**src/hdl/b64enc_pkg.sv**
```systemverilog
// ----------------------------------------------------------------------------
// b64enc_pkg
// Shared types, constants and the alphabet lookup for the base64 encoder.
// ----------------------------------------------------------------------------
package b64enc_pkg;

    // Opcodes of an input transfer
    localparam logic OP_PUSH   = 1'b0;
    localparam logic OP_FINISH = 1'b1;

    // Register indexes (byte address 4*index)
    localparam logic REG_BREAK = 1'b0;
    localparam logic REG_LIMIT = 1'b1;

    localparam int          ADDR_W      = 3;
    localparam logic [7:0]  LIMIT_RESET = 8'd72;

    // Characters
    localparam logic [6:0] CH_CR  = 7'd13;
    localparam logic [6:0] CH_LF  = 7'd10;
    localparam logic [6:0] CH_PAD = 7'd61;
    localparam logic [6:0] CH_NUL = 7'd0;

    // Longest run of results caused by one input transfer
    localparam int RUN_MAX = 6;
    localparam int RUN_W   = $clog2(RUN_MAX + 1);

    typedef logic [6:0] t_char;

    // Configuration seen by the datapath
    typedef struct packed {
        logic       brk_en;
        logic [7:0] limit;
    } t_cfg;

    // Standard alphabet: A-Z, a-z, 0-9, '+', '/'
    function automatic t_char sym(input logic [5:0] idx);
        t_char c;
        c = CH_NUL;
        if (idx < 6'd26) begin
            c = 7'd65 + {1'b0, idx};
        end else if (idx < 6'd52) begin
            c = 7'd71 + {1'b0, idx};        // 'a' - 26
        end else if (idx < 6'd62) begin
            c = {1'b0, idx} - 7'd4;         // '0' - 52
        end else if (idx == 6'd62) begin
            c = 7'd43;                      // '+'
        end else begin
            c = 7'd47;                      // '/'
        end
        return c;
    endfunction

endpackage

```
**src/hdl/b64enc_regs.sv**
```systemverilog
// ----------------------------------------------------------------------------
// b64enc_regs
// APB register file: line break enable and line length limit.
// ----------------------------------------------------------------------------
module b64enc_regs
    import b64enc_pkg::*;
(
    input  logic              i_clk,
    input  logic              i_rst_n,
    input  logic              psel,
    input  logic              penable,
    input  logic              pwrite,
    input  logic [ADDR_W-1:0] paddr,
    input  logic [31:0]       pwdata,
    output logic [31:0]       prdata,
    output logic              pready,
    output t_cfg              o_cfg
);

    logic       r_brk_en;
    logic [7:0] r_limit;
    logic       w_wr;
    logic       w_idx;

    assign pready = 1'b1;
    assign w_wr   = psel & penable & pwrite;
    assign w_idx  = paddr[2];

    // register writes in the access phase
    always_ff @(posedge i_clk) begin
        if (!i_rst_n) begin
            r_brk_en <= 1'b0;
            r_limit  <= LIMIT_RESET;
        end else if (w_wr) begin
            case (w_idx)
                REG_BREAK: r_brk_en <= pwdata[0];
                REG_LIMIT: r_limit  <= pwdata[7:0];
                default:   r_limit  <= r_limit;
            endcase
        end
    end

    // read-back mux
    always_comb begin
        case (w_idx)
            REG_BREAK: prdata = {31'd0, r_brk_en};
            REG_LIMIT: prdata = {24'd0, r_limit};
            default:   prdata = 32'd0;
        endcase
    end

    assign o_cfg.brk_en = r_brk_en;
    assign o_cfg.limit  = r_limit;

endmodule

```
**src/hdl/base64_stream_encoder.sv**
```systemverilog
// ----------------------------------------------------------------------------
// base64_stream_encoder
// Streaming base64 encoder with optional CR LF line breaks.
// ----------------------------------------------------------------------------
// A push that leaves fewer than three bytes pending is taken and gives no
// result; it is accepted even while earlier characters still drain.
// A push that completes a group, or a finish, loads its whole run (4 or 6
// characters for a group, 4 for a padded tail, or a single end marker) into a
// shift register in the accept cycle; the run then leaves one character per
// output transfer, starting the cycle after the accept. The next item that
// produces output is accepted in the cycle the last character of the current
// run goes out, so the throughput is set by the one-character output.
// ----------------------------------------------------------------------------
module base64_stream_encoder
    import b64enc_pkg::*;
(
    input  logic              i_clk,
    input  logic              i_rst_n,
    // input channel
    input  logic              i_in_valid,
    output logic              o_in_ready,
    input  logic              i_opcode,
    input  logic [7:0]        i_data_byte,
    // output channel
    output logic              o_out_valid,
    input  logic              i_out_ready,
    output logic [6:0]        o_out_char,
    output logic              o_char_valid,
    output logic              o_last_in_run,
    output logic              o_message_end,
    // configuration
    input  logic              psel,
    input  logic              penable,
    input  logic              pwrite,
    input  logic [ADDR_W-1:0] paddr,
    input  logic [31:0]       pwdata,
    output logic [31:0]       prdata,
    output logic              pready
);

    t_cfg w_cfg;

    b64enc_regs u_regs (
        .i_clk   (i_clk),
        .i_rst_n (i_rst_n),
        .psel    (psel),
        .penable (penable),
        .pwrite  (pwrite),
        .paddr   (paddr),
        .pwdata  (pwdata),
        .prdata  (prdata),
        .pready  (pready),
        .o_cfg   (w_cfg)
    );

    // encoder state
    logic [7:0]     r_pb0, r_pb1, n_pb0, n_pb1;
    logic [1:0]     r_pcnt, n_pcnt;
    logic [7:0]     r_col, n_col;
    // result shift register
    t_char          r_sh [RUN_MAX];
    t_char          n_sh [RUN_MAX];
    logic [RUN_W-1:0] r_cnt, n_cnt;
    logic           r_end, n_end;
    logic           r_marker, n_marker;

    logic           w_in_xfer, w_out_xfer, w_quiet, w_buf_free;
    logic [7:0]     w_col_inc;
    logic           w_brk;

    // handshakes
    assign w_quiet    = (i_opcode == OP_PUSH) && (r_pcnt < 2'd2);
    assign w_buf_free = (r_cnt == '0) || ((r_cnt == RUN_W'(1)) && i_out_ready);
    assign o_in_ready = w_quiet || w_buf_free;
    assign w_in_xfer  = i_in_valid && o_in_ready;
    assign w_out_xfer = o_out_valid && i_out_ready;

    // column count after a group, saturating
    assign w_col_inc = (r_col > 8'd251) ? 8'hFF : (r_col + 8'd4);
    assign w_brk     = w_cfg.brk_en && (w_col_inc >= w_cfg.limit);

    // next state and run load
    always_comb begin
        n_pb0    = r_pb0;
        n_pb1    = r_pb1;
        n_pcnt   = r_pcnt;
        n_col    = r_col;
        n_end    = r_end;
        n_marker = r_marker;
        n_cnt    = r_cnt;
        for (int i = 0; i < RUN_MAX; i++) begin
            n_sh[i] = r_sh[i];
        end
        // shift only when a character leaves
        if (w_out_xfer) begin
            n_cnt = r_cnt - RUN_W'(1);
            for (int i = 0; i < RUN_MAX - 1; i++) begin
                n_sh[i] = r_sh[i + 1];
            end
        end

        if (w_in_xfer) begin
            if (w_quiet) begin
                // hold the byte
                if (r_pcnt[0]) begin
                    n_pb1 = i_data_byte;
                end else begin
                    n_pb0 = i_data_byte;
                end
                n_pcnt = r_pcnt + 2'd1;
            end else if (i_opcode == OP_PUSH) begin
                // full group
                n_sh[0]  = sym(r_pb0[7:2]);
                n_sh[1]  = sym({r_pb0[1:0], r_pb1[7:4]});
                n_sh[2]  = sym({r_pb1[3:0], i_data_byte[7:6]});
                n_sh[3]  = sym(i_data_byte[5:0]);
                n_sh[4]  = CH_CR;
                n_sh[5]  = CH_LF;
                n_cnt    = w_brk ? RUN_W'(6) : RUN_W'(4);
                n_col    = w_brk ? 8'd0 : w_col_inc;
                n_pcnt   = 2'd0;
                n_end    = 1'b0;
                n_marker = 1'b0;
            end else begin
                // finish: padded tail or bare marker
                n_end    = 1'b1;
                n_pcnt   = 2'd0;
                n_col    = 8'd0;
                n_sh[0]  = sym(r_pb0[7:2]);
                n_sh[3]  = CH_PAD;
                if (r_pcnt == 2'd0) begin
                    n_sh[0]  = CH_NUL;
                    n_cnt    = RUN_W'(1);
                    n_marker = 1'b1;
                end else if (r_pcnt == 2'd1) begin
                    n_sh[1]  = sym({r_pb0[1:0], 4'd0});
                    n_sh[2]  = CH_PAD;
                    n_cnt    = RUN_W'(4);
                    n_marker = 1'b0;
                end else begin
                    n_sh[1]  = sym({r_pb0[1:0], r_pb1[7:4]});
                    n_sh[2]  = sym({r_pb1[3:0], 2'd0});
                    n_cnt    = RUN_W'(4);
                    n_marker = 1'b0;
                end
            end
        end
    end

    // control registers
    always_ff @(posedge i_clk) begin
        if (!i_rst_n) begin
            r_pcnt   <= 2'd0;
            r_col    <= 8'd0;
            r_cnt    <= '0;
            r_end    <= 1'b0;
            r_marker <= 1'b0;
        end else begin
            r_pcnt   <= n_pcnt;
            r_col    <= n_col;
            r_cnt    <= n_cnt;
            r_end    <= n_end;
            r_marker <= n_marker;
        end
    end

    // payload registers
    always_ff @(posedge i_clk) begin
        r_pb0 <= n_pb0;
        r_pb1 <= n_pb1;
        for (int i = 0; i < RUN_MAX; i++) begin
            r_sh[i] <= n_sh[i];
        end
    end

    // output fields
    assign o_out_valid   = (r_cnt != '0);
    assign o_out_char    = r_sh[0];
    assign o_char_valid  = !r_marker;
    assign o_last_in_run = (r_cnt == RUN_W'(1));
    assign o_message_end = r_end && (r_cnt == RUN_W'(1));

endmodule

```
**config.mk**
```make
export PLATFORM = sky130hd
export DESIGN_NAME = base64_stream_encoder
export DESIGN_NICKNAME = d
export VERILOG_FILES = /design/src/hdl/b64enc_pkg.sv /design/src/hdl/b64enc_regs.sv /design/src/hdl/base64_stream_encoder.sv
export SDC_FILE = /design/constraint.sdc
export NUM_CORES = 1
export LEC_CHECK = 0
export ABC_AREA = 1
export BUFFER_PORTS_ARGS = -buffer_cell sky130_fd_sc_hd__buf_2
export CORE_MARGIN = 3
export CORE_UTILIZATION = 50
export DETAILED_ROUTE_END_ITERATION = 8
export PLACE_DENSITY_LB_ADDON = 0.08
export SYNTH_ARGS = -nofsm -noshare
export SYNTH_HDL_FRONTEND = slang
export SYNTH_HIERARCHICAL = 1
export SYNTH_SLANG_ARGS = --single-unit
```
**constraint.sdc**
```tcl
create_clock -name i_clk -period 5.3 [get_ports i_clk]
set_input_delay 0.53 -clock i_clk [delete_from_list [all_inputs] [get_ports i_clk]]
set_output_delay 0.53 -clock i_clk [all_outputs]
set_load 0.05 [all_outputs]
```
Word-level counts from Yosys, hierarchy flattened
Memories as Yosys holds them, arrays and structs flattened. Index checks and enable logic that the tools add are counted.

Equal/unequal tests: 6. Bitwise operators: 6. $lt $le $gt $ge: 21. Reduce and logical (&&, ||, !) cells: 17. Mux-type cells: 44. $add $sub $neg: 21.

Operators with widths (number): $mux 7 (19); $add 7x6->7 const A (12); $mux 42 (2); $lt 6x6->1 const B (12); $pmux 32 s2 (1); $mux 14 (3); $sub 6x3->7 const B (6); $lt 6x5->1 const B (6); $mux 35 (1); $mux 28 (1); $mux 3 (9); $eq 6x6->1 const B (4); $mux 8 (3); $add 8x3->8 const B (1); $ge 8x8->1 (1); $gt 8x8->1 const B (1); $logic_and 1x1->1 (6); $reduce_and 2->1 (3); $reduce_and 3->1 (2); $mux 2 (2); $not 1->1 (4); $eq 3x1->1 const B (1); $logic_not 3->1 (1); $mux 1 (3); other kinds (9) (11).

Word-level logic and storage cells: 125. Memories: 1. Bits of input ports: 51. Bits in registers: 40. Output and inout bits: 45. RAM bits: 42.

Memory list: r_sh (depth 6, bits a word 7, read ports 6, clocked after memory_dff 0, wr ports 6, line base64_stream_encoder.sv:61) `t_char r_sh [RUN_MAX];`.

Depth between registers and ports, before layout
Gate-level depths: netlist (run 1).

Word-level depth: 10. Mapped depth: 17. Gate-level depth less buffers: 17.

By module
The synthesis (run 1) kept the hierarchy.

Modules (own cells, without submodules): base64_stream_encoder (area each 4732.0 um2, sequential area each 1481.4 um2, times used 1, cells each 700); b64enc_regs (area each 714.4 um2, sequential area each 180.2 um2, times used 1, cells each 104).

Least setup slack after synthesis (run 1)
OpenSTA, ideal clock, no wires.

Path kind: reg2out. Start: register r_cnt[1]. End: output o_message_end. Stages on the path, launching flop included: 5. Buffers on the path: 0. Data arrival time: 1617 ps. Required time: 4770 ps. Path slack: 3153 ps. Cell sequence: dfxtp_1 inv_1 ha_1 inv_1 nor3_1.

Cells in the longest elaborated chain, start to end: 2.

Ends and longest elaborated chain: start, declared (line base64_stream_encoder.sv:63) `logic [RUN_W-1:0] r_cnt, n_cnt;`; start signal, assigned (line base64_stream_encoder.sv:161) `r_cnt <= n_cnt;`; $eq 3x1->1 (line base64_stream_encoder.sv:181) `assign o_message_end = r_end && (r_cnt == RUN_W'(1));`; $logic_and 1x1->1 (line base64_stream_encoder.sv:181); end, declared (line base64_stream_encoder.sv:30) `output logic o_message_end,`.

No other way between the ends.

Worst setup path after layout (run 1)
Start: register r_col[2]. End: register r_col[6].

Cells in the longest elaborated chain, start to end: 6. Elaborated cells on any way between the ends: 7. Those cells by class: add/sub (1); order compare (2); mux (3); reduce/logical (1).

Ends and longest elaborated chain: start, declared (line base64_stream_encoder.sv:59) `logic [7:0] r_col, n_col;`; start signal, assigned (line base64_stream_encoder.sv:160) `r_col <= n_col;`; $add 8x3->8 / $gt 8x8->1 (equally long branches) (line base64_stream_encoder.sv:79) `assign w_col_inc = (r_col > 8'd251) ? 8'hFF : (r_col + 8'd4);`; $mux 8 * (line base64_stream_encoder.sv:79); $ge 8x8->1 (line base64_stream_encoder.sv:80) `assign w_brk = w_cfg.brk_en && (w_col_inc >= w_cfg.limit);`; $logic_and 1x1->1 (line base64_stream_encoder.sv:80); $mux 8 * (line base64_stream_encoder.sv:120) `n_col = w_brk ? 8'd0 : w_col_inc;`; $mux 8 * (line base64_stream_encoder.sv:111) `end else if (i_opcode == OP_PUSH) begin`.

Mark *: on every way between the ends. The rest lies on a longest branch, timed or not. A chain may end at the register's enable or synchronous reset.

==> results of run 1 <==
worst max-delay path by stage:
| stage | cells after the start | endpoint | slack [ns] |
|---|---|---|---|
| 6_report | 15 | r_col[6]$_SDFFE_PN0P_ | 2.72 |
| 5_1_grt | 15 | r_col[4]$_SDFFE_PN0P_ | 2.38 |
| 4_1_cts | 15 | r_col[2]$_SDFFE_PN0P_ | 2.74 |
| 3_5_place_dp | 15 | r_col[5]$_SDFFE_PN0P_ | 2.75 |
| 3_3_place_gp | 14 | r_col[6]$_SDFFE_PN0P_ | 2.84 |
| 2_1_floorplan | 4 | o_message_end | 3.15 |
cells by family after synthesis:
family	count (synthesis)	synth area share, %
and+or+nand+nor	386	31.1
buffers and inverters	161	14.0
AOI/OAI and AO/OA	124	12.7
DFF	75	30.5
adders and majority gates	35	8.04
xor gates and xnor gates	16	2.57
muxes	5	0.919
other	2	0.138
state kept, by name, summed over array words and instances, names as in the netlist:
signal,flops
r_sh,35
r_col,8
r_pb0,8
r_pb1,8
u_regs/r_limit,8
r_cnt,3
r_pcnt,2
r_end,1
r_marker,1
u_regs/r_brk_en,1
per-stage QoR:
step	total power [mW]	worst slack (ns)	instance area, um^2	util, %	std cells
2_1_floorplan	1.37	3.15	5530	-	827
3_3_place_gp	1.50	2.84	5620	53.7	963
3_5_place_dp	1.52	2.75	5620	53.7	963
4_1_cts	1.95	2.74	5820	55.6	979
5_1_grt	2.08	2.38	5820	55.6	979
6_report	1.94	2.72	5820	55.6	979
area by class of cell:
cell class	count	share of cell area (%)
Clock buffer	13	3.10
Sequential cell	75	28.6
Timing Repair Buffer	47	4.17
Multi-Input combinational cell	591	53.5
Inverter	114	7.44
Tap cell	136	2.93
Clock inverter	3	0.323
critical path, stage by stage (launching register included):
cell	delay, ns
sky130_fd_sc_hd__dfxtp_1	0.39
sky130_fd_sc_hd__ha_1	0.24
sky130_fd_sc_hd__nand2_1	0.11
sky130_fd_sc_hd__nor2_1	0.05
sky130_fd_sc_hd__nand3b_1	0.23
sky130_fd_sc_hd__nand2_1	0.08
sky130_fd_sc_hd__nor2_1	0.14
sky130_fd_sc_hd__inv_1	0.06
sky130_fd_sc_hd__ha_1	0.29
sky130_fd_sc_hd__nand2_1	0.07
sky130_fd_sc_hd__nor2_1	0.16
sky130_fd_sc_hd__nand4_1	0.10
sky130_fd_sc_hd__nand3_1	0.12
sky130_fd_sc_hd__nand2_1	0.22
sky130_fd_sc_hd__nand2_1	0.13
sky130_fd_sc_hd__a21oi_1	0.06
Yosys cell counts (4+ instances only):
| cell type | n | area share [%] |
|---|---|---|
| sky130_fd_sc_hd__a211oi_1 | 4 | 0.55 |
| sky130_fd_sc_hd__a21boi_1 | 5 | 0.69 |
| sky130_fd_sc_hd__a21oi_1 | 41 | 3.8 |
| sky130_fd_sc_hd__a31oi_1 | 4 | 0.46 |
| sky130_fd_sc_hd__buf_2 | 9 | 0.83 |
| sky130_fd_sc_hd__buf_4 | 31 | 4.3 |
| sky130_fd_sc_hd__dfxtp_1 | 59 | 22 |
| sky130_fd_sc_hd__edfxtp_1 | 16 | 8.8 |
| sky130_fd_sc_hd__ha_1 | 35 | 8.0 |
| sky130_fd_sc_hd__inv_1 | 106 | 7.3 |
| sky130_fd_sc_hd__inv_2 | 7 | 0.48 |
| sky130_fd_sc_hd__mux2i_1 | 5 | 0.92 |
| sky130_fd_sc_hd__nand2_1 | 209 | 14 |
| sky130_fd_sc_hd__nand2_2 | 4 | 0.46 |
| sky130_fd_sc_hd__nand3_1 | 62 | 5.7 |
| sky130_fd_sc_hd__nand4_1 | 11 | 1.3 |
| sky130_fd_sc_hd__nor2_1 | 71 | 4.9 |
| sky130_fd_sc_hd__nor2_2 | 5 | 0.57 |
| sky130_fd_sc_hd__nor3_1 | 6 | 0.55 |
| sky130_fd_sc_hd__o21ai_0 | 50 | 4.6 |
| sky130_fd_sc_hd__or2_2 | 4 | 0.46 |
| sky130_fd_sc_hd__xor2_1 | 13 | 2.1 |
layout by cell type (no fill, tap or decap), types with 3 or more instances in the layout:
master,synthesis,layout
sky130_fd_sc_hd__clkbuf_8,0,11
sky130_fd_sc_hd__a31oi_1,4,4
sky130_fd_sc_hd__a21boi_1,5,5
sky130_fd_sc_hd__nand3_1,62,62
sky130_fd_sc_hd__o22ai_1,3,3
sky130_fd_sc_hd__nor3_1,6,6
sky130_fd_sc_hd__o211ai_1,3,3
sky130_fd_sc_hd__a21oi_1,41,41
sky130_fd_sc_hd__a211oi_1,4,4
sky130_fd_sc_hd__conb_1,2,25
sky130_fd_sc_hd__xnor2_1,3,3
sky130_fd_sc_hd__nand2_1,209,209
sky130_fd_sc_hd__inv_1,106,106
sky130_fd_sc_hd__mux2i_1,5,5
sky130_fd_sc_hd__inv_2,7,7
sky130_fd_sc_hd__ha_1,35,35
sky130_fd_sc_hd__edfxtp_1,16,16
sky130_fd_sc_hd__nand4_1,11,11
sky130_fd_sc_hd__nor2_2,5,5
sky130_fd_sc_hd__a22oi_1,3,3
sky130_fd_sc_hd__or2_2,4,4
sky130_fd_sc_hd__dfxtp_1,59,59
sky130_fd_sc_hd__o21ai_1,3,3
sky130_fd_sc_hd__buf_4,31,3
sky130_fd_sc_hd__o21ai_0,50,50
sky130_fd_sc_hd__buf_2,9,44
sky130_fd_sc_hd__nor2_1,71,71
sky130_fd_sc_hd__xor2_1,13,13
sky130_fd_sc_hd__nand2_2,4,4
routing by layer:
metal | routed length, um | vias to the layer above
li1 | - | 2612
met1 | 6370 | 2275
met2 | 6100 | 151
met3 | 671 | 16
met4 | 296 | 0
met5 | 0 | -
power by group through the flow:
stage	combinational (mW)	sequential (mW)	clock (mW)
5_1_grt	0.828	0.787	0.470
2_1_floorplan	0.524	0.849	0
6_report	0.732	0.775	0.437
3_3_place_gp	0.715	0.783	0
4_1_cts	0.733	0.771	0.445
3_5_place_dp	0.731	0.784	0
==> flow_summary.json, run 1 <==
{
  "crit_type": "reg2reg",
  "crit-reg2reg-capture": "r_col[6]$_SDFFE_PN0P_",
  "finalSetupTns_ns": 0,
  "timing_max_transition_violations_final": 0,
  "met2_use_gr_pct": 36.3,
  "clock_latency_ns": 0.34,
  "hold_path.class": "in2reg",
  "power.sequential.fraction_pct": 39.9,
  "worst_r2r_path_depth": 15,
  "synth.yosys.warnings": 6,
  "remaining_drc_errors": 0,
  "detail_routed_net_length_per_standard_cell_um": 13.7,
  "area.sequential_um2": 1660,
  "area_growth_syn_to_layout_pct": 6.78,
  "synth_seq_area_share_pct": 30.5,
  "holdPathEnd": "u_regs/r_limit[3]$_SDFFE_PN1P_",
  "min_period_over_period_pct": 48.6,
  "route.vias.total": 5054,
  "p_sw_share_pct": 40.8,
  "synthesis.area_um2": 5450,
  "timing.max_cap.violations": 0,
  "worst-slew-pin-transition_ns": 0.584,
  "pwr-share-comb_pct": 37.6,
  "critPathRequiredTime_ns": 5.52,
  "clock_tree.root_cell": "sky130_fd_sc_hd__clkbuf_8",
  "postSynth.asyncResetShare_pct": 0,
  "ioPinCount": 96,
  "cts.clk_slew.worst_paths_ns": 0.08,
  "run_status": "finished clean",
  "clock_power_share_pct": 22.5,
  "cts_buffers": 9,
  "avgSynthCellArea_um2": 6.77,
  "die_area_um2": 12200,
  "cts_resized": 0,
  "first_pass_grt_wire_length_mm": 21.6,
  "rr_startpoint": "r_col[2]$_SDFFE_PN0P_",
  "p_int_mw": 1.15,
  "start_util_pct": 52.1,
  "drtAntennaViolNets": 0,
  "grt.overflow.total": 0,
  "floorplan.die.width_um": 110,
  "final_layout_size_suffix_gt1_share_pct": 11.0,
  "cts-root-to-sink-buffers": 2,
  "drt_wl_total_mm": 13.4,
  "global_route.usage.met1_pct": 31.4,
  "max_freq_mhz": 388,
  "cts.sink_count": 75,
  "p_leak_nw": 2.97,
  "start_kind": "flop",
  "finalWorstPathRequiredPeriod_ns": 2.58,
  "ctsHtreeMaxLevel": 3,
  "cts.repair_timing.setup_buffer_count": 0,
  "final_hold_viol_count": 0,
  "hp-start": "pwdata[3]",
  "grt_antenna_before_repair": 0,
  "antenna_cells": 0,
  "rsz_0062_raised_after_global_routing": "false",
  "grt_pass1_vias": 4519,
  "vdd_drop_max_mv": 0.281,
  "min_path_cells": 3,
  "placement.io_buffers": 44,
  "fp.dieH_um": 110,
  "critical_path.max_fanout": 8,
  "reg2reg_slack_ns": 2.72,
  "grt_max_degree": 48,
  "detail_route.vias_per_cell": 5.16,
  "synth-edff-count": 16,
  "holdBufCountCts": 0,
  "multi_input_gate_area_in_the_final_layout_um2": 3110,
  "dr.pass1.iters": 4,
  "synthesis.instances": 804,
  "dp_hpwl_mm": 10.1,
  "crit_arrival_ns": 2.79,
  "fin_worst_hold_slack_ns": 0.399,
  "track_usage_pct": 22.7,
  "coreArea_um2": 10500,
  "filler_cell_count": 1059,
  "post_synthesis_register_bit_count": 75,
  "gr-max-usage-layer": "met2",
  "p_switching_uw": 794,
  "floorplan.rows": 37,
  "detailedRoute.firstIterationViolations": 422,
  "final.setup_skew_ns": 0.0108,
  "setup-violations-final": 0,
  "tritoncts": "yes",
  "max_slew_margin_pct": 61.0,
  "gr-usage-met3_pct": 3.15,
  "synth_flop_cell": "sky130_fd_sc_hd__dfxtp_1",
  "nature_of_the_critical_path_endpoint": "flop",
  "nNetsFinal": 924,
  "place_congestion": 0.900,
  "worst_setup_path_startpoint": "r_col[2]$_SDFFE_PN0P_",
  "pwr_density_cell_nw_per_um2": 334,
  "synth_cell_type_count": 51
}
(Power assumes the default switching activity.)
==> run 2, diff against run 1 <==
==> constraint.sdc (replaced) <==
create_clock -name i_clk -period 2.15 [get_ports i_clk]
set_input_delay 0.215 -clock i_clk [delete_from_list [all_inputs] [get_ports i_clk]]
set_output_delay 0.215 -clock i_clk [all_outputs]
set_load 0.05 [all_outputs]
==> flow_summary.json, run 2 (synthesis gave the netlist of run 1 again) <==
{
  "run_status": "finished, violations left",
  "failed_checks": "negative setup slack",
  "final.setup_skew_ns": 0.00996,
  "place_congestion": 0.916,
  "critical_path.max_fanout": 8,
  "final_cell_mix": "sky130_fd_sc_hd__nand2_1, sky130_fd_sc_hd__inv_1, sky130_fd_sc_hd__nor2_1, sky130_fd_sc_hd__nand3_1, sky130_fd_sc_hd__dfxtp_1",
  "cts_buffers": 9,
  "vdd_drop_max_mv": 0.779,
  "worst_r2r_path_depth": 16,
  "flip_flop_count_of_the_largest_register_after_layout": 35,
  "coreArea_um2": 10500,
  "global_route.usage.met1_pct": 33.0,
  "mostFrequentLayoutCell": "sky130_fd_sc_hd__nand2_1",
  "hold_path.class": "in2reg",
  "final_hold_viol_count": 0,
  "min_period_over_period_pct": 102,
  "dr.pass1.iters": 5,
  "clock_tree.root_cell": "sky130_fd_sc_hd__clkbuf_8",
  "holdPathEnd": "u_regs/r_limit[3]$_SDFFE_PN1P_",
  "critical_path.most_common_cell": "sky130_fd_sc_hd__nand2_2",
  "pwr_density_cell_nw_per_um2": 771,
  "crit-reg2reg-capture": "r_col[2]$_SDFFE_PN0P_",
  "final_cells": 1002,
  "detail_routed_net_length_per_standard_cell_um": 13.9,
  "cts.clk_slew.worst_paths_ns": 0.08,
  "dpl.cell_count": 979,
  "min_path_cells": 3,
  "final_area_um2": 6150,
  "start_kind": "flop",
  "floorplan.rows": 37,
  "grt.overflow.total": 0,
  "drt_wl_total_mm": 13.9,
  "drtAntennaViolNets": 0,
  "finalSetupTns_ns": -0.146,
  "crit_type": "reg2reg",
  "clock_latency_ns": 0.36,
  "detailedRoute.firstIterationViolations": 523,
  "dp_hpwl_mm": 10.4,
  "met2_use_gr_pct": 38.3,
  "timing.max_cap.violations": 0,
  "final_critical_path_setup_slack_ns": -0.0406,
  "grt_max_degree": 32,
  "antenna_cells": 0,
  "reg2reg_slack_ns": -0.04,
  "finalWorstPathRequiredPeriod_ns": 2.19,
  "slowest_delay_ns": 0.37,
  "fp.dieH_um": 110,
  "regMostFlops": "r_sh",
  "first_pass_grt_wire_length_mm": 22.4,
  "tritoncts": "yes",
  "ctsHtreeMaxLevel": 3,
  "start_util_pct": 52.1,
  "cts.sink_count": 75,
  "grt_antenna_before_repair": 0,
  "critPathRequiredTime_ns": 2.37,
  "cts-root-to-sink-buffers": 2,
  "gr-usage-met3_pct": 3.38,
  "nature_of_the_critical_path_endpoint": "flop",
  "rsz_0062_raised_after_global_routing": "true",
  "area_growth_syn_to_layout_pct": 13.0,
  "max_freq_mhz": 456,
  "grt_pass1_vias": 4674,
  "p_leak_nw": 3.10,
  "placement.io_buffers": 44,
  "hp-start": "pwdata[3]",
  "detail_route.vias_per_cell": 5.19,
  "track_usage_pct": 23.7,
  "ioPinCount": 96,
  "route.vias.total": 5204,
  "nNetsFinal": 947,
  "placedInstanceArea_um2": 5740,
  "floorplan.die.width_um": 110,
  "rr_startpoint": "r_col[2]$_SDFFE_PN0P_",
  "critical_path.slowest_cell": "sky130_fd_sc_hd__dfxtp_4",
  "gr-max-usage-layer": "met2",
  "timing_max_transition_violations_final": 0,
  "final_layout_size_suffix_gt1_share_pct": 17.9,
  "crit_arrival_ns": 2.41,
  "holdBufCountCts": 0,
  "cp_cell_sequence": "inv_2 -> ha_2 -> nand3_2 -> nand2_2 -> nor2_2 -> buf_6 -> a21oi_4 -> inv_2 -> ha_4 -> nand2_2 -> nor2_2 -> nand4_1 -> nand3_2 -> nand2_4 -> nand2_2 -> a21oi_1",
  "die_area_um2": 12200,
  "remaining_drc_errors": 0,
  "setup-violations-final": 8
}
-- run 2: worst max-delay path by stage --
stage | from | end | slack, ns | cells after the start
floorplan | r_col[2]$_SDFFE_PN0P_ | r_col[1]$_SDFFE_PN0P_ | 0.03 | 15
global placement | r_col[3]$_SDFFE_PN0P_ | r_col[2]$_SDFFE_PN0P_ | -0.21 | 16
detailed placement | r_col[3]$_SDFFE_PN0P_ | r_col[7]$_SDFFE_PN0P_ | -0.25 | 16
CTS | r_col[3]$_SDFFE_PN0P_ | r_col[1]$_SDFFE_PN0P_ | -0.0005 | 17
global route | r_col[3]$_SDFFE_PN0P_ | r_col[1]$_SDFFE_PN0P_ | -0.17 | 17
finish | r_col[2]$_SDFFE_PN0P_ | r_col[2]$_SDFFE_PN0P_ | -0.04 | 16
-- run 2: report_power, final --
group	switching, mW	internal [mW]
logic	1.27	0.575
clock network	0.535	0.450
registers	0.175	1.73
-- run 2: final cells by class --
| cell class | instances | area (um^2) |
|---|---|---|
| Clock buffer | 12 | 145 |
| Clock inverter | 4 | 26.3 |
| Fill cell | 1026 | 4310 |
| Inverter | 114 | 433 |
| Multi-Input combinational cell | 591 | 3280 |
| Sequential cell | 75 | 1670 |
| Tap cell | 136 | 170 |
| Timing Repair Buffer | 70 | 427 |
-- run 2: what timing repair did --
item / CTS / global route
gates resized for setup: 15 / 36
gates cloned: 0 / 0
pin swaps: 7 / 14
setup buffers: 6 / 1
setup endpoints to repair: 9 / 9
-- run 2: critical path: cells and delay by family, from the launching register on --
family	cells	cell delay [ns]
DFF	1	0.37
AOI/OAI and AO/OA	2	0.20
buffers and inverters	3	0.24
adders and majority gates	2	0.42
and+or+nand+nor	9	0.85
-- run 2: metrics by stage --
step                util (%)  hold slack [ns]  power (mW)  setup WS (ns)
floorplan                  -            0.314        3.38         0.0306
global placement        54.8            0.430        3.73         -0.213
detailed placement      54.8            0.433        3.77         -0.251
CTS                     57.5           0.0542        4.75      -0.000461
global route            58.8           0.0736        5.08         -0.168
finish                  58.8           0.0731        4.74        -0.0406
-- run 2: per-layer routing --
layer | part of all wire, % | vias up | routed length, um
met2 | 46 | 130 | 6460
li1 | - | 2644 | -
met1 | 47 | 2413 | 6570
met3 | 5.0 | 17 | 695
met4 | 1.4 | 0 | 195
met5 | 0 | - | 0
